--- src/rtl/core/lus_pkg.sv ---
// ----------------------------------------------------------------------------
// LU solver package
// Shared constants, status codes and the divider status type.
// ----------------------------------------------------------------------------
package lus_pkg;

   localparam int LUS_MAX_ORDER  = 8;
   localparam int LUS_DATA_WIDTH = 32;
   localparam int LUS_FRAC_BITS  = 16;
   localparam int LUS_ORDER_RESET = 3;

   localparam logic [1:0] STATUS_OK    = 2'd0;
   localparam logic [1:0] STATUS_PIVOT = 2'd1;
   localparam logic [1:0] STATUS_SAT   = 2'd2;

   typedef struct packed {
      logic done;
      logic sat;
   } lus_div_status_type;

endpackage

--- src/rtl/core/lus_divider.sv ---
// ----------------------------------------------------------------------------
// LU solver divider
// Fixed-point quotient (a * 2^16) / b, rounded half away from zero and
// saturated, computed one quotient bit per cycle.
// ----------------------------------------------------------------------------
module lus_divider import lus_pkg::*; #(
   parameter int WIDTH = LUS_DATA_WIDTH
) (
   input  logic               clock,
   input  logic               reset,
   input  logic               start,
   input  logic [WIDTH-1:0]   a,
   input  logic [WIDTH-1:0]   b,
   output logic [WIDTH-1:0]   quotient,
   output lus_div_status_type status
);

   localparam int NW  = WIDTH + LUS_FRAC_BITS + 1;
   localparam int CNW = $clog2(NW + 1);
   localparam logic [NW-1:0] NEG_LIM = NW'(64'd1 << (WIDTH - 1));
   localparam logic [NW-1:0] POS_LIM = NW'((64'd1 << (WIDTH - 1)) - 64'd1);

   logic             busy_ff, busy_in;
   logic             fin_ff, fin_in;
   logic             done_ff, done_in;
   logic [CNW-1:0]   cnt_ff, cnt_in;
   logic [NW-1:0]    num_ff, num_in;
   logic [NW-1:0]    q_ff, q_in;
   logic [WIDTH-1:0] den_ff, den_in;
   logic [WIDTH-1:0] rem_ff, rem_in;
   logic             neg_ff, neg_in;
   logic [WIDTH-1:0] quo_ff, quo_in;
   logic             sat_ff, sat_in;

   logic [WIDTH-1:0] mag_a, mag_b;
   logic [WIDTH:0]   trial;
   logic             fits;

   assign mag_a = a[WIDTH-1] ? (~a + WIDTH'(1)) : a;
   assign mag_b = b[WIDTH-1] ? (~b + WIDTH'(1)) : b;
   assign trial = {rem_ff, num_ff[NW-1]};
   assign fits  = trial >= {1'b0, den_ff};

   always_comb begin
      busy_in = busy_ff;
      fin_in  = 1'b0;
      done_in = fin_ff;
      cnt_in  = cnt_ff;
      num_in  = num_ff;
      q_in    = q_ff;
      den_in  = den_ff;
      rem_in  = rem_ff;
      neg_in  = neg_ff;
      quo_in  = quo_ff;
      sat_in  = sat_ff;
      if (start) begin
         busy_in = 1'b1;
         cnt_in  = '0;
         num_in  = (NW'(mag_a) << LUS_FRAC_BITS) + NW'(mag_b >> 1);
         den_in  = mag_b;
         rem_in  = '0;
         neg_in  = a[WIDTH-1] ^ b[WIDTH-1];
      end else if (busy_ff) begin
         rem_in = fits ? WIDTH'(trial - {1'b0, den_ff}) : trial[WIDTH-1:0];
         q_in   = {q_ff[NW-2:0], fits};
         num_in = num_ff << 1;
         cnt_in = cnt_ff + CNW'(1);
         if (cnt_ff == CNW'(NW - 1)) begin
            busy_in = 1'b0;
            fin_in  = 1'b1;
         end
      end
      if (fin_ff) begin
         // Clamp the magnitude to the signed range before applying the sign.
         if (neg_ff) begin
            sat_in = q_ff > NEG_LIM;
            quo_in = sat_in ? {1'b1, {(WIDTH-1){1'b0}}} : (~q_ff[WIDTH-1:0] + WIDTH'(1));
         end else begin
            sat_in = q_ff > POS_LIM;
            quo_in = sat_in ? {1'b0, {(WIDTH-1){1'b1}}} : q_ff[WIDTH-1:0];
         end
      end
   end

   always_ff @(posedge clock) begin
      if (reset) begin
         busy_ff <= 1'b0;
         fin_ff  <= 1'b0;
         done_ff <= 1'b0;
      end else begin
         busy_ff <= busy_in;
         fin_ff  <= fin_in;
         done_ff <= done_in;
      end
      cnt_ff <= cnt_in;
      num_ff <= num_in;
      q_ff   <= q_in;
      den_ff <= den_in;
      rem_ff <= rem_in;
      neg_ff <= neg_in;
      quo_ff <= quo_in;
      sat_ff <= sat_in;
   end

   assign quotient    = quo_ff;
   assign status.done = done_ff;
   assign status.sat  = sat_ff;

endmodule

--- config.mk ---
export PLATFORM = sky130hd
export DESIGN_NAME = lus_divider
export DESIGN_NICKNAME = d
export VERILOG_FILES = /design/src/rtl/core/lus_pkg.sv /design/src/rtl/core/lus_divider.sv
export SDC_FILE = /design/constraint.sdc
export NUM_CORES = 1
export LEC_CHECK = 0
export ABC_AREA = 1
export BUFFER_PORTS_ARGS = -buffer_cell sky130_fd_sc_hd__buf_2
export CAP_MARGIN = 20
export CORE_MARGIN = 8
export CORE_UTILIZATION = 43
export CTS_CLUSTER_DIAMETER = 30
export DETAILED_ROUTE_END_ITERATION = 16
export PLACE_DENSITY_LB_ADDON = 0.1
export SKIP_CTS_REPAIR_TIMING = 1
export SYNTH_ARGS = -nofsm -noshare
export SYNTH_HDL_FRONTEND = slang
export SYNTH_SLANG_ARGS = --single-unit
--- constraint.sdc ---
create_clock -name clock -period 10.4 [get_ports clock]
set_input_delay 1.04 -clock clock [delete_from_list [all_inputs] [get_ports clock]]
set_output_delay 1.04 -clock clock [all_outputs]
set_load 0.02 [all_outputs]
== Word level (Yosys, flattened, before mapping) ==
Index checks and enable logic that the tools add are counted.
Storage, ports and cells
  input port bits: 67
  register bits: 205
  output and inout bits: 34
  word-level logic and storage cells: 43
Cells by class
  bitwise logic cells: 6
  add/sub/neg operators: 6
  muxes and demuxes: 13
  magnitude comparators: 3
  eq/ne operators: 1
  reduce and logical (&&, ||, !) cells: 3
Operators with widths (number)
  32-bit 2-to-1 mux: 6
  49-bit 2-to-1 mux: 2
  32-bit by 1-bit adder with 32-bit output (second input constant): 3
  32-bit NOT: 3
  48-bit by 31-bit adder with 49-bit output: 1
  49-bit by 31-bit > comparator with 1-bit output (second input constant): 1
  49-bit by 32-bit > comparator with 1-bit output (second input constant): 1
  33-bit by 32-bit >= comparator with 1-bit output: 1
  32-bit subtractor: 1
  6-bit by 1-bit adder with 6-bit output (second input constant): 1
  6-bit == test (second input constant): 1
  1-bit 2-to-1 mux: 5
  3-bit OR reduction: 1
  1-bit NOT: 2
  2-bit AND reduction: 1
  2-bit nonzero test: 1
  1-bit XOR: 1

== Longest topological paths before layout ==
Gate-level depths: netlist of the first run.
  depth in word-level cells: 5
  mapped depth: 27
  mapped depth without buffers: 27

== Worst setup path after synthesis of the first run ==
OpenSTA, ideal clock, no wires.
  kind: in2reg
  start point: in b[1]
  end point: reg num_ff[41] (data pin)
  setup time: 0.253 ns
  stages: 25
  data required time: 10.147 ns
  buffers on the path: 0
  data arrival time: 3.779 ns
  setup slack: 6.368 ns
  cell sequence: nor2_1 -> nand2_1 -> nor3_1 -> nand2_1 -> nor3_2 -> nand3_1 -> inv_1 -> nand2_1 -> inv_1 -> nand2_1 -> nand2_1 -> o21ai_0 -> xor2_1 -> ha_1 -> nand2_1 -> nor4_1 -> nand2_1 -> nand2_1 -> inv_1 -> nor2_2 -> nand3_2 -> nor2_4 -> nand3_1 -> nand3_1 -> nand2_1
Between the ends
  cells in the longest elaborated chain, start to end: 5
RTL lines
  start, declared: line lus_divider.sv:13  | input logic [WIDTH-1:0] b,
  32-bit NOT: line lus_divider.sv:40  | assign mag_b = b[WIDTH-1] ? (~b + WIDTH'(1)) : b;
  32-bit by 1-bit adder with 32-bit output: line lus_divider.sv:40
  32-bit 2-to-1 mux: line lus_divider.sv:40
  named net mag_b[29]: line lus_divider.sv:35  | logic [WIDTH-1:0] mag_a, mag_b;
  48-bit by 31-bit adder with 49-bit output: line lus_divider.sv:59  | num_in = (NW'(mag_a) << LUS_FRAC_BITS) + NW'(mag_b >> 1);
  49-bit 2-to-1 mux: line lus_divider.sv:56  | if (start) begin
  named net num_in[41]: line lus_divider.sv:27  | logic [NW-1:0] num_ff, num_in;
  end signal, assigned: line lus_divider.sv:96  | num_ff <= num_in;
  end, declared: line lus_divider.sv:27
The timed path passes the listed nets, and every way through them passes these cells.
A chain may end at the register's enable or synchronous reset.

== Worst setup path in the final report of the first run ==
  start point: in b[1]
  end point: reg num_ff[38] (data pin)
The elaborated chain is that of the path after synthesis.

==> run summary, run 1 <==
Status = complete, no violations
Internal cell power = 2.33 mW
Placed insts = 2145
Final number of hold-violating endpoints = 0
# DRC = 0
Slew Limit Fails = 0
WHS Path Cells = 0
Hold endpoint = q_ff[45]
Min-delay worst type = flop to flop
Placer Congestion = 0.912
Cells on worst reg2reg path = 11
Ports = 101
Core area = 31200 um^2
Number of global-route vias before repair = 11119
MaxCap Viol Count = 0
Root buffer cell = clkbuf_16
Initial DRT Pass Iterations = 7
Register area share after synthesis = 0.427
Nets = 1922
Rows = 65
Commonest non-fill, non-tap cell in the layout = nand2_1
Vias per cell = 5.04
R2R Path Start = q_ff[0]
Combinational share of power = 0.107
Buf/Inv on CP = 4
Clock share of power = 0.578
VDD IR max = 0.140 mV
Seq cells post-synth = 205
Fin crit share = 0.411
HPWL after DPL = 24.9 mm
Switching portion of total power = 0.250
Worst setup margin = 6.13 ns
TritonCTS Buffers = 54
Clock-pin slew on the worst setup and hold paths = 0.04 ns
Clock tree sinks = 205
Power per cell area = 191 nW/um^2
Worst slew pin tran = 1.01 ns
Commonest cells after routing, fill and taps aside = nand2_1 (433), inv_1 (177), edfxtp_1 (164)
Sw power = 0.776 mW
Antenna-violating nets left = 0
DRT Wirelength = 33.9 mm
Post-synthesis net count = 1804
TritonCTS clock tree = done
Critical Path Most Common Cell = nand2_1
GR Overflow Total = 0
YS warnings = 0
Worst setup SP type = input port
Top Family by Delay on Critical Path = simple AND/OR/NAND/NOR gates
Max Clk Rate = 234 MHz
Netlist Area Pre-Place = 13500 um^2
Initial antenna violation count = 2
Max incr delay on CP = 0.45 ns
Port Buffers = 100
Critical Path, Cell by Cell = buf_2 -> nor2_1 -> nand2_1 -> nor3_1 -> nand2_1 -> nor3_2 -> nand3_1 -> nand2_1 -> xnor2_1 -> ha_1 -> inv_1 -> fa_1 -> inv_1 -> nand3_1 -> nand2_1 -> a31oi_1 -> o21ai_0 -> inv_1 -> o21ai_2 -> nand4_1 -> nand3_1 -> nand2_1
WS Path Type = input port to flop
Clock period minus worst slack = 4.27 ns
Synthesized instance count = 1682
Worst Path Required = 10.71 ns
Final cell area excluding filler cells = 16300 um^2
Clock Skew = 0.0161 ns
CP Capture Type = flop
CP arrival = 4.58 ns
Clock Path Buffers = 3
Reg2reg setup slack = 7.05 ns
DR iter-0 viols = 599
Area delta synth->final = 20.8%
Synthesized area per cell = 8.01 um^2
# H-tree levels = 2
Leakage = 7.13 nW
Place WS = 5.55 ns
RSZ-0062 raised after global routing = false
Initial Util = 0.431
Critical-path top delay cell = o21ai_2
Die Ht = 193 um
WL per Instance = 15.1 um
Number of synthesized flops with an enable pin = 164
Largest net degree at the start of global routing = 66
Total number of vias = 11342
Slew headroom = 0.324
Sequential Power Share = 0.315
Final setup violation count = 0
First-pass GRT wire length = 55.6 mm
Synth unique cells = 54
Non-Filler Instances = 2249
Synth Flop Type = edfxtp_1
Die ar. = 37200 um^2
Worst-skew pair later-pin latency = 0.57 ns
Fraction of layout cells with a size suffix above 1 = 0.151
Placed Area = 14300 um^2
Min-Delay Startpoint = q_ff[44]
Die W = 193 um
Global-route usage over all layers = 0.185
Share of flip-flops with an asynchronous set or reset = 0
Critical path peak fanout = 12
Worst R2R End = quotient[28]
Sum of negative setup slack = 0 ns
[Yosys cell counts, types with 22 or more instances]
master / count / share of area
nand3_1: 89 / 0.033
nor2_1: 155 / 0.043
ha_1: 53 / 0.049
nor3_1: 22 / 0.0082
nand4_1: 31 / 0.014
xor2_1: 72 / 0.047
clkbuf_1: 25 / 0.0070
nand2_1: 433 / 0.12
a21oi_1: 78 / 0.029
o21ai_0: 120 / 0.045
xnor2_1: 39 / 0.025
edfxtp_1: 164 / 0.37
inv_1: 178 / 0.050
dfxtp_1: 41 / 0.061
[sequential cells by signal, indices dropped and copies added, names as in the netlist]
| register | flops |
|---|---|
| num_ff | 49 |
| q_ff | 49 |
| den_ff | 32 |
| quotient | 32 |
| rem_ff | 32 |
| cnt_ff | 6 |
| busy_ff | 1 |
| done_ff | 1 |
| done_in | 1 |
| neg_ff | 1 |
| sat_ff | 1 |
[logic make-up (layout without fill, tap and decap cells)]
| kind of cell | after synthesis | in the layout | synth area share |
|---|---|---|---|
| other cells | 0 | 2 | 0 |
| compound gates | 263 | 263 | 0.106 |
| buf+inv | 227 | 390 | 0.0691 |
| fa+ha+maj | 55 | 55 | 0.0522 |
| xor+xnor | 112 | 112 | 0.0742 |
| simple gates | 820 | 820 | 0.272 |
| flops | 205 | 205 | 0.427 |
[layer usage]
metal | vias to the layer above | track usage | wire, um
met5 | - | 0 | 0
met4 | 0 | 0.0598 | 599
met3 | 44 | 0.0394 | 1700
met2 | 234 | 0.280 | 14600
met1 | 5179 | 0.261 | 17000
li1 | 5885 | - | -
[power by group through the flow]
stage          logic [mW]  clock network [mW]  registers (mW)
6_report            0.333                1.80           0.978
5_1_grt             0.380                1.88           0.983
4_1_cts             0.334                1.83           0.978
3_5_place_dp        0.332                   0           0.992
3_3_place_gp        0.332                   0           0.990
2_1_floorplan       0.241                   0           0.982
[worst max-delay path by stage]
stage               start         end  slack (ns)  cells past startpoint
finish               b[1]  num_ff[38]        6.13                     22
floorplan            b[1]  num_ff[41]        6.37                     25
global placement     b[1]  num_ff[44]        5.64                     22
CTS                  b[1]  num_ff[44]        6.14                     22
detailed placement   b[0]  num_ff[44]        5.55                     22
global route         b[1]  num_ff[38]        5.68                     22
[layout make-up]
type / instances / area, um^2
inverter: 182 / 683
clock inverter: 39 / 582
multi-input combinational: 1250 / 6810
antenna: 2 / 5.00
timing repair buffer: 107 / 553
fill: 3019 / 15000
tap: 402 / 503
sequential: 205 / 5750
clock buffer: 62 / 1390
[per-stage QoR]
stage	total power [mW]	utilization	hold slack, ns
2_1_floorplan	1.22	-	0.418
3_3_place_gp	1.32	0.457	0.432
3_5_place_dp	1.32	0.457	0.438
4_1_cts	3.15	0.521	0.443
5_1_grt	3.24	0.521	0.458
6_report	3.11	0.521	0.441
Power figures use the tool's default switching activity.
==> run 2: changes to the inputs <==
==> constraint.sdc (replaced) <==
create_clock -name clock -period 3.5 [get_ports clock]
set_input_delay 0.35 -clock clock [delete_from_list [all_inputs] [get_ports clock]]
set_output_delay 0.35 -clock clock [all_outputs]
set_load 0.02 [all_outputs]
==> run summary, run 2 (synthesis results as in run 1) <==
Placer Congestion = 0.908 (-0.41%)
WL per Instance = 14.7 um (-2.4%)
Port Buffers = 100 (unchanged)
Clock Path Buffers = 3 (unchanged)
Placed Area = 15000 um^2 (+4.9%)
Switching portion of total power = 0.277 (+0.0268)
Place WS = -0.357 ns (-5.91 ns)
Non-Filler Instances = 2335 (+3.8%)
# H-tree levels = 2 (unchanged)
Reg2reg setup slack = 0.56 ns (-6.49 ns)
Die W = 193 um (unchanged)
Total number of vias = 11688 (+3.1%)
Slew headroom = 0.319 (-0.00486)
Root buffer cell = clkbuf_16
Diode count = 0 (-2)
Largest net degree at the start of global routing = 62 (-6.1%)
Slew Limit Fails = 0 (unchanged)
DRT Wirelength = 34.3 mm (+1.3%)
Worst slew pin tran = 1.02 ns (+0.00939 ns)
Die Ht = 193 um (unchanged)
Leakage = 7.41 nW (+4.0%)
Rows = 65 (unchanged)
HPWL after DPL = 25.8 mm (+3.4%)
Max Clk Rate = 301 MHz
Clock Skew = 0.0220 ns (+0.00589 ns)
Status = complete, no violations
Combinational share of power = 0.141 (+0.034)
Placed insts = 2236 (+4.2%)
Final number of hold-violating endpoints = 0 (unchanged)
Global-route usage over all layers = 0.186 (+0.000505)
Final setup violation count = 0 (unchanged)
Sequential Power Share = 0.349 (+0.034)
VDD IR max = 0.390 mV (+180%)
Worst setup SP type = input port
Antenna-violating nets left = 0 (unchanged)
GR Overflow Total = 0 (unchanged)
Hold endpoint = done_ff
Final hold slack = 0.0500 ns (-0.391 ns)
Commonest cells after routing, fill and taps aside = nand2_1 (427), inv_1 (174), edfxtp_1 (164)
Fin crit share = 0.949
Max incr delay on CP = 0.36 ns (-0.09 ns)
Worst setup margin = 0.179 ns (-5.95 ns)
WHS Path Cells = 2 (+2)
R2R Path Start = num_ff[48]
Min-Delay Startpoint = reset
Largest regs = num_ff (49), q_ff (49)
Critical path peak fanout = 6 (-6)
Internal cell power = 6.02 mW (+160%)
Ports = 101 (unchanged)
Initial DRT Pass Iterations = 5 (-2)
Critical-path top delay cell = ha_1
DR iter-0 viols = 601 (+0.33%)
Buf/Inv on CP = 4 (unchanged)
Commonest non-fill, non-tap cell in the layout = nand2_1
Power per cell area = 498 nW/um^2 (+160%)
Worst-skew pair later-pin latency = 0.55 ns (-0.02 ns)
Initial antenna violation count = 0 (-2)
Sw power = 2.30 mW (+200%)
Clock period minus worst slack = 3.32 ns
Min-delay worst type = input port to flop
Cells on worst reg2reg path = 16 (+5)
Area delta synth->final = 24.2%
MaxCap Viol Count = 0 (unchanged)
Final cell area excluding filler cells = 16700 um^2 (+2.8%)
Core area = 31200 um^2 (unchanged)
Worst Path Required = 3.78 ns (-6.93 ns)
Clock share of power = 0.511 (-0.067)
Clock-pin slew on the worst setup and hold paths = 0.05 ns (about the same)
CP arrival = 3.61 ns (-0.97 ns)
WS Path Type = input port to flop
Initial Util = 0.431 (unchanged)
Worst R2R End = rem_ff[28]
Clock tree sinks = 205 (unchanged)
TritonCTS Buffers = 48 (-11%)
Die ar. = 37200 um^2 (unchanged)
Fraction of layout cells with a size suffix above 1 = 0.202 (+0.0516)
Number of global-route vias before repair = 11330 (+1.9%)
CP Capture Type = flop
First-pass GRT wire length = 56.6 mm (+1.8%)
TritonCTS clock tree = done
Sum of negative setup slack = 0 ns (unchanged)
Top Family by Delay on Critical Path = simple AND/OR/NAND/NOR gates
Vias per cell = 5.01 (-0.74%)
Nets = 2015 (+4.8%)
# DRC = 0 (unchanged)
==> run 2: cell count changes in the layout (fill, tap and decap cells not counted), moves of 4 or more <==
cell and delta:
nand3_1 -4, nand2_2 +5, clkinvlp_4 +10, bufinv_16 -10, clkinv_4 -4, clkbuf_16 -6
nand2_1 -6, buf_4 +99, clkbuf_1 -5
==> run 2: power by group through the flow <==
stage	Combinational (mW)	Clock, mW	Sequential (mW)
2_1_floorplan	0.717	0	2.92
3_3_place_gp	1.13	0	2.94
3_5_place_dp	1.13	0	2.95
4_1_cts	1.14	4.34	2.90
5_1_grt	1.32	4.46	2.92
6_report	1.17	4.25	2.90
==> run 2: worst max path at each step <==
stage | start | endpoint | depth (start not counted)
6_report | b[4] | num_ff[43] | 26
3_5_place_dp | b[3] | num_ff[41] | 26
4_1_cts | b[3] | num_ff[42] | 26
3_3_place_gp | b[0] | num_ff[32] | 21
5_1_grt | b[6] | num_ff[43] | 26
2_1_floorplan | b[1] | num_ff[41] | 25
==> run 2: stage by stage <==
step           power [mW]   util
6_report             8.33  0.536
5_1_grt              8.70  0.536
4_1_cts              8.38  0.530
3_5_place_dp         4.08  0.480
3_3_place_gp         4.07  0.480
2_1_floorplan        3.64      -
==> run 2: worst reg2reg max path: cells and delay by family (launching register included) <==
family / cells / cell delay (ns)
xor gates and xnor gates: 1 / 0.11
AOI/OAI and AO/OA: 2 / 0.61
DFF: 1 / 0.43
adders and majority gates: 2 / 0.63
buffers and inverters: 2 / 0.17
and+or+nand+nor: 9 / 0.88
==> run 2: final cells by class <==
class | instances | area [um^2]
clock buffers | 50 | 1210
repair buffers | 206 | 1310
inverters | 182 | 686
flip-flops and latches | 205 | 5750
fillers | 2981 | 14500
multi-input cells | 1250 | 6910
clock inverters | 40 | 365
well taps | 402 | 503
==> run 2: metal layers <==
layer,GRT usage,vias to the layer above,routed length [um],share of wire
met5,0,-,0,0
met3,0.0297,38,1480,0.043
li1,-,6073,-,-
met4,0.0491,0,521,0.015
met1,0.262,5342,17100,0.50
met2,0.293,235,15200,0.44
